==> config.mk <==
export PLATFORM = sky130hd
export DESIGN_NAME = xbus_frame_parser_unit_flat
export DESIGN_NICKNAME = d
export VERILOG_FILES = /design/src/rtl/core/xfp_pkg.sv /design/src/rtl/core/xfp_if.sv /design/src/rtl/core/xbus_frame_parser_unit.sv /design/src/flat_wrapper.sv
export SDC_FILE = /design/constraint.sdc
export NUM_CORES = 1
export LEC_CHECK = 0
export ABC_AREA = 1
export BUFFER_PORTS_ARGS = -buffer_cell sky130_fd_sc_hd__buf_2
export CORE_ASPECT_RATIO = 1.4
export CORE_MARGIN = 3
export CORE_UTILIZATION = 60
export DETAILED_ROUTE_END_ITERATION = 8
export HOLD_SLACK_MARGIN = 0.02
export PLACE_DENSITY = 0.84
export SYNTH_ARGS = -nofsm -noshare
export SYNTH_HDL_FRONTEND = slang
export SYNTH_SLANG_ARGS = --single-unit
export TNS_END_PERCENT = 20
==> constraint.sdc <==
create_clock -name clk -period 10.4 [get_ports clk]
set_clock_uncertainty 0.2 [all_clocks]
set_input_delay 0.52 -clock clk [delete_from_list [all_inputs] [get_ports clk]]
set_output_delay 0.52 -clock clk [all_outputs]
set_load 0.005 [all_outputs]
==> src/rtl/core/xfp_pkg.sv <==
// Shared types and constants for the frame parser.
`timescale 1ns / 1ps
`default_nettype none
package xfp_pkg;

  // Frame size limit; frames that reach MAX_FRAME_BYTES - 1 bytes are dropped.
  localparam int MAX_FRAME_BYTES = 256;

  // Position counter width: wide enough for the limit, never below a byte.
  localparam int POS_W = ($clog2(MAX_FRAME_BYTES) > 8) ? $clog2(MAX_FRAME_BYTES) : 8;
  // Compare width: holds position + 1 and 4 + payload length.
  localparam int CMP_W = POS_W + 2;

  localparam logic [7:0] PREAMBLE    = 8'hFA;
  localparam logic [7:0] BUS_ID      = 8'hFF;
  localparam logic [7:0] LEN_EXT     = 8'hFF;
  localparam logic [7:0] HDR_BYTES   = 8'd4;

  // Parser phases
  localparam logic [2:0] PH_PRE  = 3'd0;
  localparam logic [2:0] PH_BUS  = 3'd1;
  localparam logic [2:0] PH_MID  = 3'd2;
  localparam logic [2:0] PH_LEN  = 3'd3;
  localparam logic [2:0] PH_DATA = 3'd4;
  localparam logic [2:0] PH_CHK  = 3'd5;

  // Event codes on the last byte of a frame
  localparam logic [2:0] EV_NONE = 3'd0;
  localparam logic [2:0] EV_GOOD = 3'd1;
  localparam logic [2:0] EV_CSUM = 3'd2;
  localparam logic [2:0] EV_SYNC = 3'd3;
  localparam logic [2:0] EV_OVER = 3'd4;

  typedef struct packed {
    logic [7:0] rx_byte;
  } xfp_in_t;

  typedef struct packed {
    logic [2:0]  event_res;
    logic        in_frame;
    logic [7:0]  byte_index;
    logic [7:0]  byte_out;
    logic [7:0]  frame_length;
    logic [7:0]  message_id;
    logic [31:0] sync_error_count;
    logic [31:0] checksum_error_count;
    logic [31:0] oversized_count;
    logic [31:0] frame_count;
    logic [31:0] byte_count;
  } xfp_out_t;

endpackage
`default_nettype wire

==> src/rtl/core/xfp_if.sv <==
// Valid/ready channel interfaces for the parser input and result streams.
`timescale 1ns / 1ps
`default_nettype none
interface xfp_in_if import xfp_pkg::*; ();
  logic    valid;
  logic    ready;
  xfp_in_t payload;
  modport source (output valid, output payload, input ready);
  modport sink (input valid, input payload, output ready);
endinterface

interface xfp_out_if import xfp_pkg::*; ();
  logic     valid;
  logic     ready;
  xfp_out_t payload;
  modport source (output valid, output payload, input ready);
  modport sink (input valid, input payload, output ready);
endinterface
`default_nettype wire

==> src/rtl/core/xbus_frame_parser_unit.sv <==
// Byte-stream frame parser: finds preamble/bus-id framed messages, checks sums.
`timescale 1ns / 1ps
`default_nettype none
// Usage
//   in_ch  : one received byte per transfer (valid/ready).
//   out_ch : one result per input byte: event code, in-frame flag, index in
//            frame, the byte itself, frame length on completion, message id
//            and five wrapping 32-bit counters as they stand after the byte.
//   Latency: result valid the cycle after the input transfer.
//   Throughput: one byte per cycle while not stalled. The parser state
//   updates in a single pass of narrow logic per byte; the result register
//   is the only stage. Stall: in_ch.ready is high whenever the result
//   register is empty or is being drained this cycle, so a stalled receiver
//   holds the result and blocks input only while the register stays full.
//   Reset (rst_n low, synchronous): parser waits for a preamble, all
//   counters clear, result register empties.
//   Event codes: good frame, checksum bad, sync error, oversized; a consumer
//   keeps the buffered bytes only when the last byte reports good.
module xbus_frame_parser_unit
  import xfp_pkg::*;
(
  input  wire logic  clk,
  input  wire logic  rst_n,
  xfp_in_if.sink     in_ch,
  xfp_out_if.source  out_ch
);

  logic [2:0]       phase_r, phase_nxt;
  logic [POS_W-1:0] pos_r, pos_nxt;
  logic [7:0]       len_r, len_nxt;
  logic [7:0]       sum_r, sum_nxt;
  logic [7:0]       mid_r, mid_nxt;
  logic [31:0]      sync_cnt_r, sync_cnt_nxt;
  logic [31:0]      csum_cnt_r, csum_cnt_nxt;
  logic [31:0]      over_cnt_r, over_cnt_nxt;
  logic [31:0]      good_cnt_r, good_cnt_nxt;
  logic [31:0]      byte_cnt_r, byte_cnt_nxt;

  logic             out_valid_r;
  xfp_out_t         res_r, res_nxt;

  logic             in_xfer;
  logic [7:0]       b;
  logic [7:0]       sum_add;
  logic [CMP_W-1:0] pos_inc;
  logic [CMP_W-1:0] data_end;
  logic [2:0]       ev;
  logic             inf;
  logic [POS_W-1:0] idx;
  logic [POS_W-1:0] flen;

  assign in_ch.ready    = !out_valid_r || out_ch.ready;
  assign in_xfer        = in_ch.valid && in_ch.ready;
  assign out_ch.valid   = out_valid_r;
  assign out_ch.payload = res_r;

  assign b        = in_ch.payload.rx_byte;
  assign sum_add  = sum_r + b;
  assign pos_inc  = CMP_W'(pos_r) + CMP_W'(1);
  assign data_end = CMP_W'(HDR_BYTES) + CMP_W'(len_r);

  always_comb begin
    phase_nxt    = phase_r;
    pos_nxt      = pos_r;
    len_nxt      = len_r;
    sum_nxt      = sum_r;
    mid_nxt      = mid_r;
    sync_cnt_nxt = sync_cnt_r;
    csum_cnt_nxt = csum_cnt_r;
    over_cnt_nxt = over_cnt_r;
    good_cnt_nxt = good_cnt_r;
    byte_cnt_nxt = byte_cnt_r + 32'd1;
    ev           = EV_NONE;
    inf          = 1'b1;
    idx          = '0;
    flen         = '0;

    unique case (phase_r)
      PH_BUS: begin
        if (b == BUS_ID) begin
          idx       = POS_W'(1);
          sum_nxt   = sum_add;
          pos_nxt   = POS_W'(2);
          phase_nxt = PH_MID;
        end else begin
          sync_cnt_nxt = sync_cnt_r + 32'd1;
          ev           = EV_SYNC;
          if (b == PREAMBLE) begin
            // restart on a fresh preamble
            phase_nxt = PH_BUS;
            pos_nxt   = POS_W'(1);
            sum_nxt   = '0;
            mid_nxt   = '0;
            len_nxt   = '0;
          end else begin
            inf       = 1'b0;
            phase_nxt = PH_PRE;
            pos_nxt   = '0;
            len_nxt   = '0;
          end
        end
      end
      PH_MID: begin
        idx       = POS_W'(2);
        sum_nxt   = sum_add;
        mid_nxt   = b;
        pos_nxt   = POS_W'(3);
        phase_nxt = PH_LEN;
      end
      PH_LEN: begin
        idx     = POS_W'(3);
        sum_nxt = sum_add;
        len_nxt = b;
        pos_nxt = POS_W'(4);
        if (b == LEN_EXT) begin
          // extended length not supported
          over_cnt_nxt = over_cnt_r + 32'd1;
          ev           = EV_OVER;
          phase_nxt    = PH_PRE;
          pos_nxt      = '0;
          len_nxt      = '0;
        end else if (b == 8'd0) begin
          phase_nxt = PH_CHK;
        end else begin
          phase_nxt = PH_DATA;
        end
      end
      PH_DATA: begin
        idx     = pos_r;
        sum_nxt = sum_add;
        pos_nxt = pos_inc[POS_W-1:0];
        if (pos_inc == data_end) begin
          phase_nxt = PH_CHK;
        end
        if (pos_inc >= CMP_W'(MAX_FRAME_BYTES - 1)) begin
          over_cnt_nxt = over_cnt_r + 32'd1;
          ev           = EV_OVER;
          phase_nxt    = PH_PRE;
          pos_nxt      = '0;
          len_nxt      = '0;
        end
      end
      PH_CHK: begin
        idx     = pos_r;
        sum_nxt = sum_add;
        flen    = pos_inc[POS_W-1:0];
        if (sum_add == 8'd0) begin
          good_cnt_nxt = good_cnt_r + 32'd1;
          ev           = EV_GOOD;
        end else begin
          csum_cnt_nxt = csum_cnt_r + 32'd1;
          ev           = EV_CSUM;
        end
        phase_nxt = PH_PRE;
        pos_nxt   = '0;
        len_nxt   = '0;
      end
      default: begin
        // waiting for preamble; spare codes behave the same
        if (b == PREAMBLE) begin
          phase_nxt = PH_BUS;
          pos_nxt   = POS_W'(1);
          sum_nxt   = '0;
          mid_nxt   = '0;
          len_nxt   = '0;
        end else begin
          inf          = 1'b0;
          sync_cnt_nxt = sync_cnt_r + 32'd1;
          ev           = EV_SYNC;
        end
      end
    endcase

    res_nxt.event_res            = ev;
    res_nxt.in_frame             = inf;
    res_nxt.byte_index           = idx[7:0];
    res_nxt.byte_out             = b;
    res_nxt.frame_length         = flen[7:0];
    res_nxt.message_id           = inf ? mid_nxt : 8'd0;
    res_nxt.sync_error_count     = sync_cnt_nxt;
    res_nxt.checksum_error_count = csum_cnt_nxt;
    res_nxt.oversized_count      = over_cnt_nxt;
    res_nxt.frame_count          = good_cnt_nxt;
    res_nxt.byte_count           = byte_cnt_nxt;
  end

  always_ff @(posedge clk) begin
    if (!rst_n) begin
      phase_r     <= PH_PRE;
      pos_r       <= '0;
      len_r       <= '0;
      sum_r       <= '0;
      mid_r       <= '0;
      sync_cnt_r  <= '0;
      csum_cnt_r  <= '0;
      over_cnt_r  <= '0;
      good_cnt_r  <= '0;
      byte_cnt_r  <= '0;
      out_valid_r <= 1'b0;
    end else begin
      if (in_xfer) begin
        phase_r    <= phase_nxt;
        pos_r      <= pos_nxt;
        len_r      <= len_nxt;
        sum_r      <= sum_nxt;
        mid_r      <= mid_nxt;
        sync_cnt_r <= sync_cnt_nxt;
        csum_cnt_r <= csum_cnt_nxt;
        over_cnt_r <= over_cnt_nxt;
        good_cnt_r <= good_cnt_nxt;
        byte_cnt_r <= byte_cnt_nxt;
      end
      if (in_xfer) begin
        out_valid_r <= 1'b1;
      end else if (out_ch.ready) begin
        out_valid_r <= 1'b0;
      end
    end
  end

  // result payload: no reset needed
  always_ff @(posedge clk) begin
    if (in_xfer) begin
      res_r <= res_nxt;
    end
  end

`ifndef SYNTHESIS
  a_byte_cnt_step: assert property (@(posedge clk) disable iff (!rst_n)
    in_xfer |=> byte_cnt_r == $past(byte_cnt_r) + 32'd1)
    else $error("byte counter did not advance by one per transfer");

  a_out_of_frame: assert property (@(posedge clk) disable iff (!rst_n)
    out_valid_r && !res_r.in_frame |->
      res_r.byte_index == 8'd0 && res_r.message_id == 8'd0 &&
      res_r.event_res == EV_SYNC)
    else $error("out-of-frame byte carries frame fields");

  a_flen_on_end: assert property (@(posedge clk) disable iff (!rst_n)
    out_valid_r && res_r.frame_length != 8'd0 |->
      res_r.event_res == EV_GOOD || res_r.event_res == EV_CSUM)
    else $error("frame length reported without frame completion");

  a_good_cnt: assert property (@(posedge clk) disable iff (!rst_n)
    in_xfer && res_nxt.event_res == EV_GOOD |=> good_cnt_r == $past(good_cnt_r) + 32'd1)
    else $error("good frame not counted");

  a_idle_after_end: assert property (@(posedge clk) disable iff (!rst_n)
    in_xfer && (res_nxt.event_res == EV_GOOD || res_nxt.event_res == EV_CSUM ||
                res_nxt.event_res == EV_OVER) |=> phase_r == PH_PRE && pos_r == '0)
    else $error("parser not back to preamble search after frame end");
`endif

endmodule
`default_nettype wire

==> src/flat_wrapper.sv <==
// flat-port wrapper written by rule: the top's interface ports become plain ports
module xbus_frame_parser_unit_flat import xfp_pkg::*;
  (clk, rst_n, in_ch_valid, in_ch_payload, in_ch_ready, out_ch_valid, out_ch_payload, out_ch_ready);
  xfp_in_if in_ch_i ();
  xfp_out_if out_ch_i ();
  input  wire logic clk;
  input  wire logic rst_n;
  input wire logic [$bits(in_ch_i.valid)-1:0] in_ch_valid;
  input wire logic [$bits(in_ch_i.payload)-1:0] in_ch_payload;
  output wire logic [$bits(in_ch_i.ready)-1:0] in_ch_ready;
  output wire logic [$bits(out_ch_i.valid)-1:0] out_ch_valid;
  output wire logic [$bits(out_ch_i.payload)-1:0] out_ch_payload;
  input wire logic [$bits(out_ch_i.ready)-1:0] out_ch_ready;
  assign in_ch_i.valid = in_ch_valid;
  assign in_ch_i.payload = in_ch_payload;
  assign in_ch_ready = in_ch_i.ready;
  assign out_ch_valid = out_ch_i.valid;
  assign out_ch_payload = out_ch_i.payload;
  assign out_ch_i.ready = out_ch_ready;
  xbus_frame_parser_unit u_core (.clk(clk), .rst_n(rst_n), .in_ch(in_ch_i), .out_ch(out_ch_i));
endmodule
Word-level counts from Yosys, hierarchy flattened
Cells that the tools add are included.
W data, S select, Z words.

word-level totals
  register bits = 392
  input bits = 12
  output and inout bits = 198
  word-level logic and storage cells = 105

cells by class
  $add $sub $neg = 8
  order comparisons = 1
  equality and inequality tests = 11
  muxes and demuxes = 48
  bitwise gates (word level) = 1
  reduce and logical (&&, ||, !) cells = 14

operators with widths
  kind                     count
  $mux W32                 8
  $add A32 B1 Y32 const B  5
  $pmux W32 S2             2
  $mux W8                  11
  $pmux W8 S5              2
  $pmux W8 S4              1
  $pmux W3 S5              2
  $mux W3                  8
  $pmux W8 S3              1
  $eq A8 B8 Y1 const B     2
  $logic_not A8 Y1         2
  $pmux W8 S2              1
  $eq A10 B10 Y1           1
  $ge A10 B8 Y1 const B    1
  $add A3 B8 Y9 const A    1
  $add A8 B1 Y9 const B    1
  $add A8 B8 Y8            1
  $mux W1                  8
  $eq A3 B2 Y1 const B     2
  $eq A3 B3 Y1 const B     2
  $mux W2                  3
  $reduce_bool A6 Y1       1
  $reduce_and A5 Y1        1
  $reduce_bool A5 Y1       1
  other kinds (15)         15

Depth between registers and ports, before layout
Gate-level depths: netlist (run 1).

  word-level depth = 5
  depth in mapped cells = 18

Worst setup path before layout (run 1)
OpenSTA, ideal clock, no wires.

  path type = in2reg
  start = input port out_ch_ready
  end = register u_core.csum_cnt_r[3]
  library setup time = 0.381 ns
  arrival time = 6.872 ns
  required time = 9.819 ns
  slack = 2.947 ns
  stages on the path = 7
  cells stage by stage = inv_1 nand2_1 nand2_1 inv_2 clkbuf_1 clkbuf_1 a21oi_1

on the way
  word-level cells in the longest chain between the ends = 2

RTL lines
  element                 RTL line                       RTL
  start: declaration      flat_wrapper.sv:13             input wire logic [$bits(out_ch_i.ready)-1:0] out_ch_ready;
  $logic_or A1 B1 Y1      xbus_frame_parser_unit.sv:52   assign in_ch.ready = !out_valid_r || out_ch.ready;
  via in_ch_ready         flat_wrapper.sv:10             output wire logic [$bits(in_ch_i.ready)-1:0] in_ch_ready;
  $logic_and A1 B1 Y1     xbus_frame_parser_unit.sv:53   assign in_xfer = in_ch.valid && in_ch.ready;
  via u_core.in_xfer      xbus_frame_parser_unit.sv:42   logic in_xfer;
  end signal: assignment  xbus_frame_parser_unit.sv:208  csum_cnt_r <= csum_cnt_nxt;
  end: declaration        xbus_frame_parser_unit.sv:34   logic [31:0] csum_cnt_r, csum_cnt_nxt;

The timed path passes the listed nets, and every way through them passes these cells.
A chain may end at the register's enable or synchronous reset.

Worst setup path in the final report (run 1)
  start = register u_core.out_valid_r, in the netlist u_core.out_ch.valid
  end = register u_core.pos_r[0]

on the way
  word-level cells in the longest chain between the ends = 4

RTL lines
  element                             RTL line                       RTL
  start: declaration                  xbus_frame_parser_unit.sv:39   logic out_valid_r;
  start signal: assignment            xbus_frame_parser_unit.sv:199  out_valid_r <= 1'b0;
  start signal: assignment            xbus_frame_parser_unit.sv:214  out_valid_r <= 1'b1;
  start signal: assignment            xbus_frame_parser_unit.sv:216  out_valid_r <= 1'b0;
  $logic_not A1 Y1                    xbus_frame_parser_unit.sv:52
  $logic_or A1 B1 Y1                  xbus_frame_parser_unit.sv:52
  $logic_and A1 B1 Y1                 xbus_frame_parser_unit.sv:53
  $reduce_and A2 Y1 (no source line)  -
  end signal: assignment              xbus_frame_parser_unit.sv:203  pos_r <= pos_nxt;
  end: declaration                    xbus_frame_parser_unit.sv:29   logic [POS_W-1:0] pos_r, pos_nxt;

No other way between the ends.

==> impl_metrics.json, run 1 <==
{
  "p_total_mw": 3.84,
  "clockRootBuffer": "clkbuf_16",
  "clkLatencyLatePin_ps": 540,
  "fill_cells": 2735,
  "cts_setup_buffers": 0,
  "wirelength_um": 52600,
  "synth_area_leaders": "edfxtp_1 (28%), dfxtp_1 (19%), nand2_1 (12%)",
  "track_usage_pct": 28.2,
  "antenna_found_initial": 0,
  "holdBufCountCts": 0,
  "critPathArrivalTime_ps": 4070,
  "synth_area_um2": 20700,
  "ant_nets": 0,
  "io_buffers": 209,
  "rsz0062_at_grt": "false",
  "slew_viol_final": 0,
  "drc": 0,
  "num_antenna_cells": 0,
  "critPathMaxStageDelay_ps": 800,
  "synthesis.yosys.warnings": 0,
  "p_leak_nw": 11.0,
  "grt_pass1_vias": 18100,
  "max_clock_freq_mhz": 263,
  "dp_hpwl_um": 35700,
  "die_w_um": 163,
  "syn_avg_cell_area_um2": 7.48,
  "path_buf_inv": 3,
  "io_pins": 210,
  "drt-pass1-iter-count": 6,
  "min_period_over_period_pct": 36.6,
  "powerDensity_nw_per_um2": 165,
  "cts_tree": "done",
  "post_cts_resized": 0,
  "rr_worst_depth": 8,
  "fin_util_pct": 69.1,
  "core-area_um2": 33600,
  "status": "finished clean",
  "start_util_pct": 61.7,
  "worstSetupPathType": "flop to flop",
  "die_h_um": 226,
  "crit_slowest_cell": "inv_8",
  "synth_area_leader_cell": "edfxtp_1",
  "async_flop_share_pct": 0,
  "cts_buffers": 38,
  "worst-path-stages": 8,
  "hold_path_class": "input pin to flop",
  "post_drt_wl_per_cell_um": 15.5,
  "grt_pass1_wl_um": 85900,
  "max-vdd-ir-drop_mv": 0.128,
  "holdPathStages": 1,
  "tns_ps": 0,
  "synth-seq-cells": 392,
  "syn-num-nets": 2800,
  "vias": 19000,
  "required_ps": 10660,
  "setup_viol": 0,
  "htreeDepth": 2,
  "clock_sinks": 392,
  "dieArea_um2": 36800,
  "cp-start-kind": "flop",
  "path_cells": "nand2_1, nand2_4, inv_8, buf_12, nand2_2, inv_1, o21ai_0, a21oi_1",
  "syn_to_final_growth_pct": 12.1,
  "end_kind": "flop",
  "maxSlewHeadroom_pct": 18.5,
  "clkTransAtPathRegs_ps": 60,
  "worst_pin_slew_ps": 1220,
  "crit_fanout": 180,
  "dr.first_iter.drc_count": 1880,
  "holdWs_ps": 45.0,
  "ys.flop_type": "edfxtp_1",
  "critical_path.top_delay_family": "buffers and inverters",
  "layout.nets": 2957,
  "finalCriticalPeriod_ps": 3800,
  "grt_max_degree": 181,
  "placementRows": 79,
  "gp_congestion": 0.943,
  "ys_seq_area_share_pct": 47.3,
  "synth.top_cell.area_share_pct": 28.4,
  "layout-drive-gt1-share_pct": 11.1,
  "finalHoldViolCount": 0,
  "maxCapViolCount": 0,
  "yosysUniqueCellTypes": 49,
  "synthCells": 2771,
  "grt.overflow.total": 0,
  "synth_edf_count": 196,
  "detail_route.vias_per_cell": 5.59,
  "clockBufferDepth": 3
}
## layout make-up
cell class,count,area [µm²],area share (%)
well taps,445,557,2.40
clock buffers,48,1030,4.43
flip-flops and latches,392,9810,42.2
repair buffers,218,1130,4.85
clock inverters,21,215,0.927
inverters,465,1760,7.56
multi-input cells,1813,8730,37.6
## routing by layer
metal  track usage [%]  vias to the layer above  part of all wire, %
met5                 0                        -                    0
li1                  -                     9365                    -
met4              12.1                        0                  3.8
met3              3.61                      137                  6.0
met2              50.1                      702                   51
met1              34.3                     8806                   39
## synth_stat cells, types with 3 or more instances
master	count
o211ai_1	4
dfxtp_1	196
xnor2_1	6
nand3_1	294
buf_2	21
nand3_2	20
nor2_2	3
a21oi_1	175
or2_2	3
o22ai_1	19
nand2_1	679
clkinv_1	4
nand3b_1	7
xor2_1	44
nor3_1	51
nand4_1	105
nor2_1	227
nand2_2	3
nor4_1	7
inv_1	459
clkbuf_1	56
o21ai_0	122
buf_1	17
buf_4	4
edfxtp_1	196
ha_1	16
## state kept, by name (all words and copies together), names as in the netlist
signal / count
u_core.good_cnt_r: 32
u_core.out_ch.payload: 196
u_core.sum_r: 8
u_core.over_cnt_r: 32
u_core.sync_cnt_r: 32
u_core.out_ch.valid: 1
u_core.pos_r: 8
u_core.len_r: 8
u_core.csum_cnt_r: 32
u_core.mid_r: 8
u_core.byte_cnt_r: 32
u_core.phase_r: 3
## cell families (layout without fill, tap and decap cells)
group / after synthesis / in the layout / synth area share [%]
buf+inv: 566 / 752 / 10.6
fa+ha+maj: 17 / 17 / 1.06
compound gates: 332 / 332 / 8.34
flops: 392 / 392 / 47.3
xor+xnor: 50 / 50 / 2.11
simple gates: 1414 / 1414 / 30.5
## path summary, 6_finish.rpt
| check | from | to | slack, ps |
|---|---|---|---|
| worst max-delay path | u_core.out_ch.valid | u_core.pos_r[0] | 6600 |
| worst min-delay path | in_ch_payload[6] | u_core.out_ch.payload[182] | 50 |
| worst min register to register | u_core.mid_r[1] | u_core.mid_r[1] | 270 |
| worst max register to register | u_core.out_ch.valid | u_core.pos_r[0] | 6600 |
## report_power, final
part	internal, mW	total [mW]	switching [mW]	leakage (nW)
logic	0.183	0.581	0.398	6.77
registers	1.77	1.87	0.0918	3.58
clock network	0.805	1.39	0.585	0.615
total	2.76	3.84	1.07	11.0
## stage by stage
step | cell area, µm² | worst slack, ps | cells
global route | 23200 | 6260 | 3402
CTS | 23200 | 6580 | 3402
global placement | 22000 | 6370 | 3333
detailed placement | 22000 | 6280 | 3333
floorplan | 20700 | 2950 | 2771
finish | 23200 | 6600 | 3402
## cell usage in the layout, fill, tap and decap left out, types with 3 or more instances in the layout
cell       Yosys  routed
nand3b_1       7       7
xnor2_1        6       6
clkbuf_16      0      39
nor2_1       227     226
nand3_2       20      21
dfxtp_1      196     196
bufinv_16      0       4
nand2_2        3       3
nor4_1         7       7
ha_1          16      16
edfxtp_1     196     196
o22ai_1       19      19
nand4_1      105     105
inv_1        459     458
clkinv_1       4       6
nor2_4         2       3
nor2_2         3       3
or2_2          3       3
clkbuf_1      56       7
o21ai_0      122     122
clkinv_2       0      11
a21oi_1      175     174
nor3_1        51      51
nand3_1      294     293
xor2_1        44      44
buf_2         21     209
nand2_1      679     678
o211ai_1       4       4
buf_4          4       8
Power figures use the tool's default switching activity.
==> run 2: changes to the inputs <==
clock period = 4 ns   (was 10.4 ns; I/O delays follow)
==> impl_metrics.json, run 2 (same netlist as run 1, synthesis figures left out) <==
{
  "status": "finished clean",
  "cts_buffers": 38,
  "dp_hpwl_um": 37300,
  "worstSetupPathType": "input pin to flop",
  "maxCapViolCount": 0,
  "hold_path_class": "input pin to flop",
  "detail_route.vias_per_cell": 5.64,
  "comb_power_share_pct": 15.3,
  "finalCriticalPeriod_ps": 3300,
  "placementRows": 79,
  "drt-pass1-iter-count": 8,
  "wl_met2_um": 27400,
  "final_common_cell": "nand2_1",
  "syn_to_final_growth_pct": 13.1,
  "rsz0062_at_grt": "false",
  "placed_cell_area_um2": 22100,
  "clockBufferDepth": 3,
  "critPathArrivalTime_ps": 3400,
  "worst_pin_slew_ps": 932,
  "r2r_slack_ps": 760,
  "antenna_found_initial": 0,
  "grt_pass1_vias": 18100,
  "min_period_over_period_pct": 82.6,
  "required_ps": 4100,
  "ant_nets": 0,
  "holdWs_ps": 132,
  "grt_pass1_wl_um": 86300,
  "place_inst": 3343,
  "p_seq_share_pct": 48.3,
  "gp_congestion": 0.943,
  "cp-startpoint": "in_ch_payload[0]",
  "fill_cells": 2656,
  "layout-drive-gt1-share_pct": 11.4,
  "p_clk_share_pct": 36.4,
  "clkTransAtPathRegs_ps": 60,
  "end_kind": "flop",
  "switching_share_pct": 28.2,
  "p_int_mw": 7.21,
  "io_pins": 210,
  "layout.nets": 2977,
  "clockRootBuffer": "clkbuf_16",
  "grt.overflow.total": 0,
  "cts_tree": "done",
  "clkLatencyLatePin_ps": 540,
  "multi_input_area_um2": 8730,
  "vias": 19300,
  "r2r_start": "u_core.sum_r[0]",
  "drt-met1-wl_um": 20700,
  "htreeDepth": 2,
  "wirelength_um": 53700,
  "tns_ps": 0,
  "largest_register_ffs": 196,
  "p_switching_mw": 2.83,
  "dieArea_um2": 36800,
  "crit_fanout": 23,
  "route.met3.wl_um": 3310,
  "track_usage_pct": 28.3,
  "die_w_um": 163,
  "max-vdd-ir-drop_mv": 0.357,
  "post_cts_resized": 0,
  "core-area_um2": 33600,
  "cts_setup_buffers": 0,
  "dr.first_iter.drc_count": 1946,
  "finalHoldViolCount": 0,
  "crit_end": "u_core.out_ch.payload[44]",
  "slew_viol_final": 0,
  "drc": 0,
  "holdPathStages": 3,
  "post_drt_wl_per_cell_um": 15.7,
  "final_cells": 3422,
  "die_h_um": 226,
  "grt_max_degree": 100,
  "design_area_um2": 23400,
  "num_antenna_cells": 0,
  "clock_sinks": 392,
  "p_leak_nw": 11.1,
  "max_clock_freq_mhz": 303,
  "dr.max_layer_used": "met4",
  "timing.rr.end": "u_core.out_ch.payload[44]",
  "setup_viol": 0,
  "io_buffers": 209,
  "cp-start-kind": "input pin",
  "final_cell_mix": "nand2_1 (678), inv_1 (458), nand3_1 (293), nor2_1 (226), buf_2 (209)",
  "rr_worst_depth": 14,
  "maxSlewHeadroom_pct": 37.9,
  "fin_util_pct": 69.7,
  "seq_area_um2": 9810,
  "powerDensity_nw_per_um2": 428,
  "start_util_pct": 61.7
}
-- run 2: cell type report --
| cell class | count | area share [%] |
|---|---|---|
| Clock inverter | 22 | 0.956 |
| Inverter | 465 | 7.49 |
| Tap cell | 445 | 2.38 |
| Multi-Input combinational cell | 1813 | 37.2 |
| Sequential cell | 392 | 41.9 |
| Timing Repair Buffer | 238 | 5.66 |
| Clock buffer | 47 | 4.42 |
-- run 2: repair_timing --
| item | 4_1_cts | 5_1_grt |
|---|---|---|
| hold buffers | 10 | 0 |
| endpoints found under the hold margin | 19 | 0 |
| endpoints found under the setup margin | 0 | 0 |
-- run 2: how the worst min path moves through the flow --
stage	startpoint	end	slack, ps
final	in_ch_valid	u_core.out_ch.payload[2]	130
after global routing	in_ch_valid	u_core.out_ch.payload[2]	150
after CTS	in_ch_valid	u_core.out_ch.payload[2]	120
after detailed placement	in_ch_payload[6]	u_core.out_ch.payload[182]	250
after global placement	u_core.mid_r[4]	u_core.mid_r[4]	250
after floorplan	in_ch_payload[0]	u_core.out_ch.payload[176]	100
-- run 2: layer usage --
layer | GRT usage [%] | up-vias
met5 | 0 | -
met2 | 51.1 | 817
met1 | 33.6 | 8920
met4 | 12.6 | 0
li1 | - | 9416
met3 | 3.63 | 153
-- run 2: worst max-delay path, cell delays in order --
cell           delay, ps
dlygate4sd3_1        520
buf_2                170
ha_1                 210
inv_1                 60
fa_1                 380
inv_1                110
nand2_1               80
a21oi_1              130
nand3_1              130
nor2_2               190
nand3_1              140
nor2_4               430
buf_4                330
nand3_1              130
nand2_1              110
nand2_1               50
-- run 2: power by group through the flow --
stage	clock (mW)	combinational [mW]	sequential (mW)
floorplan	0	0.974	4.89
global placement	0	1.46	4.92
detailed placement	0	1.51	4.92
CTS	3.71	1.53	4.84
global route	3.86	1.72	4.89
finish	3.65	1.54	4.85
-- run 2: stage by stage --
step	power [mW]	worst slack, ps
global route	10.5	469
finish	10.0	695
detailed placement	6.43	767
floorplan	5.86	941
CTS	10.1	803
global placement	6.38	870
==> run 3: changes to the inputs <==
ABC_AREA = 0   (was 1)
CORE_UTILIZATION = 59   (was 60)
PLACE_DENSITY = 0.83   (was 0.84)
clock period = 3.26 ns   (was 4 ns; I/O delays follow)
==> impl_metrics.json, run 3 <==
{
  "timing.rr.end": "u_core.good_cnt_r[21]",
  "cts_tree": "done",
  "htreeDepth": 2,
  "p_leak_nw": 8.18,
  "maxCapViolCount": 0,
  "crit_fanout": 16,
  "largest_register_ffs": 196,
  "fin_util_pct": 72.3,
  "setup_viol": 54,
  "synth.top_cell.area_share_pct": 31.5,
  "track_usage_pct": 26.5,
  "dp_hpwl_um": 29700,
  "post_drt_wl_per_cell_um": 18.3,
  "clkTransAtPathRegs_ps": 60,
  "syn_avg_cell_area_um2": 9.76,
  "path_cells": "ha_4, inv_2, fa_2, nor2b_2, o31a_1, a21oi_2, or4_4, or4_4, buf_16, or4_1, a21oi_1",
  "gp_congestion": 0.919,
  "die_w_um": 156,
  "p_total_mw": 10.4,
  "dieArea_um2": 33900,
  "slew_viol_final": 0,
  "dr.first_iter.drc_count": 948,
  "synth_area_um2": 18700,
  "powerDensity_nw_per_um2": 466,
  "ys.flop_type": "edfxtp_1",
  "clock_sinks": 392,
  "min_period_over_period_pct": 106,
  "vias": 15500,
  "post-route-worst-setup-slack_ps": -180,
  "grt_max_degree": 95,
  "syn-num-nets": 1945,
  "hp-start": "rst_n",
  "critPathMaxStageDelay_ps": 560,
  "ant_nets": 0,
  "clockRootBuffer": "clkbuf_16",
  "max_clock_freq_mhz": 291,
  "drt-pass1-iter-count": 8,
  "final_cell_mix": "buf_2 (209), edfxtp_1 (196), dfxtp_1 (195), nor2_1 (183), nand2_1 (178)",
  "fill_cells": 2197,
  "synth_area_leader_cell": "edfxtp_1",
  "synth_edf_count": 196,
  "critPathArrivalTime_ps": 3690,
  "synth_area_leaders": "edfxtp_1 (31%), dfxtp_1 (21%), xnor2_1 (5.6%)",
  "rr_worst_depth": 11,
  "drc": 0,
  "r2r_slack_ps": -180,
  "finalCriticalPeriod_ps": 3440,
  "ys_seq_area_share_pct": 52.4,
  "status": "complete, but fails checks",
  "min_delay_worst_endpoint": "u_core.csum_cnt_r[3]",
  "synthesis.yosys.warnings": 0,
  "hold_path_class": "input pin to flop",
  "final_common_cell": "buf_2",
  "holdPathStages": 3,
  "syn_to_final_growth_pct": 19.9,
  "synth.top_cells.by_count": "dfxtp_1 (196), edfxtp_1 (196), nor2_1 (183), nand2_1 (181), nand3_1 (123)",
  "die_h_um": 217,
  "synth-seq-cells": 392,
  "layout-drive-gt1-share_pct": 20.2,
  "critical_path.top_delay_family": "simple AND/OR/NAND/NOR gates",
  "io_pins": 210,
  "violations": "negative setup slack",
  "worst_pin_slew_ps": 1200,
  "grt.overflow.total": 0,
  "grt_pass1_vias": 15200,
  "place_inst": 2465,
  "cp_common_cell": "or4_4",
  "yosysUniqueCellTypes": 63,
  "worstSetupPathType": "flop to flop",
  "clockBufferDepth": 3,
  "placementRows": 76,
  "cts_buffers": 38,
  "required_ps": 3510,
  "layout.nets": 2168,
  "cp-start-kind": "flop",
  "max-vdd-ir-drop_mv": 0.481,
  "core-area_um2": 31000,
  "antenna_found_initial": 2,
  "io_buffers": 209,
  "final_cells": 2561,
  "synthCells": 1916,
  "r2r_start": "u_core.sum_r[0]",
  "start_util_pct": 60.3,
  "rsz0062_at_grt": "true",
  "path_buf_inv": 2,
  "wirelength_um": 46800,
  "maxSlewHeadroom_pct": 19.7,
  "async_flop_share_pct": 0,
  "end_kind": "flop",
  "detail_route.vias_per_cell": 6.07,
  "clkLatencyLatePin_ps": 540,
  "finalHoldViolCount": 0,
  "crit_slowest_cell": "or4_4",
  "grt_pass1_wl_um": 74200
}
run 3: changes by cell type after synthesis, sizes merged, moves of 38 or more:
cell    delta
a21oi     -58
clkbuf    +44
inv      -438
nand2    -504
nand3    -192
nand4     -63
nor2      -49
o31ai     +49
or4       +46
xnor2    +114
xor2      +38
run 3: how the worst max path moves through the flow:
stage / from / to / slack, ps / cells after the start
after global routing: u_core.sum_r[0] / u_core.good_cnt_r[21] / -220 / 11
after global placement: u_core.sum_r[0] / u_core.out_ch.payload[40] / -290 / 11
after floorplan: u_core.sum_r[0] / u_core.out_ch.payload[39] / -120 / 12
after CTS: u_core.sum_r[0] / u_core.good_cnt_r[20] / -90 / 11
final: u_core.sum_r[0] / u_core.good_cnt_r[21] / -180 / 11
after detailed placement: u_core.sum_r[0] / u_core.out_ch.payload[47] / -380 / 11
run 3: logic make-up (layout without fill, tap and decap cells):
| logic type | after synthesis | in the layout | synth area share [%] |
|---|---|---|---|
| buf+inv | 139 | 392 | 2.91 |
| other cells | 0 | 2 | 0 |
| compound gates | 351 | 351 | 11.7 |
| simple gates | 795 | 795 | 21.3 |
| mux | 20 | 20 | 1.10 |
| flops | 392 | 392 | 52.4 |
| fa+ha+maj | 17 | 17 | 1.18 |
| xor+xnor | 202 | 202 | 9.46 |
run 3: layer usage:
metal  vias to the layer above  GRT usage (%)  routed length, µm
met5                         -              0                  0
met4                         0           11.2               1820
met3                       131           4.95               3470
met2                       680           47.0              23900
met1                      7357           31.0              17600
li1                       7375              -                  -
run 3: metrics by stage:
stage	setup TNS [ps]	hold WS [ps]	area, µm²	setup slack, ps
after detailed placement	-20820	233	20400	-378
after global placement	-12990	216	20400	-288
after global routing	-9890	101	22400	-221
after CTS	-1370	80.5	22100	-88.2
final	-3200	79.2	22400	-180
after floorplan	-2990	61.9	18700	-117
run 3: area by class of cell:
class / instances / area (µm²) / share of cell area, %
Antenna cell: 2 / 5.00 / 0.0223
Clock buffer: 49 / 1080 / 4.80
Clock inverter: 21 / 231 / 1.03
Inverter: 24 / 100 / 0.446
Multi-Input combinational cell: 1385 / 8670 / 38.7
Sequential cell: 392 / 9810 / 43.8
Tap cell: 390 / 488 / 2.18
Timing Repair Buffer: 298 / 2030 / 9.07
run 3: worst reg2reg max path: cells and delay by family, from the launching register on:
kind                       cells  cell delay, ps
and+or+nand+nor                4            1660
buffers and inverters          2             260
AOI/OAI and AO/OA              3             390
adders and majority gates      2             500
DFF                            1             350
run 3: power breakdown:
| group | switching, mW | internal [mW] |
|---|---|---|
| sequential | 0.0651 | 5.32 |
| combinational | 0.298 | 0.182 |
| clock | 1.85 | 2.73 |
run 3: timing repair:
action,CTS,global route
hold endpoints to repair,27,0
hold buffers,11,0
gates cloned,5,2
setup buffers,3,3
endpoints found under the setup margin,90,119
pin swaps,34,20
gates resized for setup,19,56
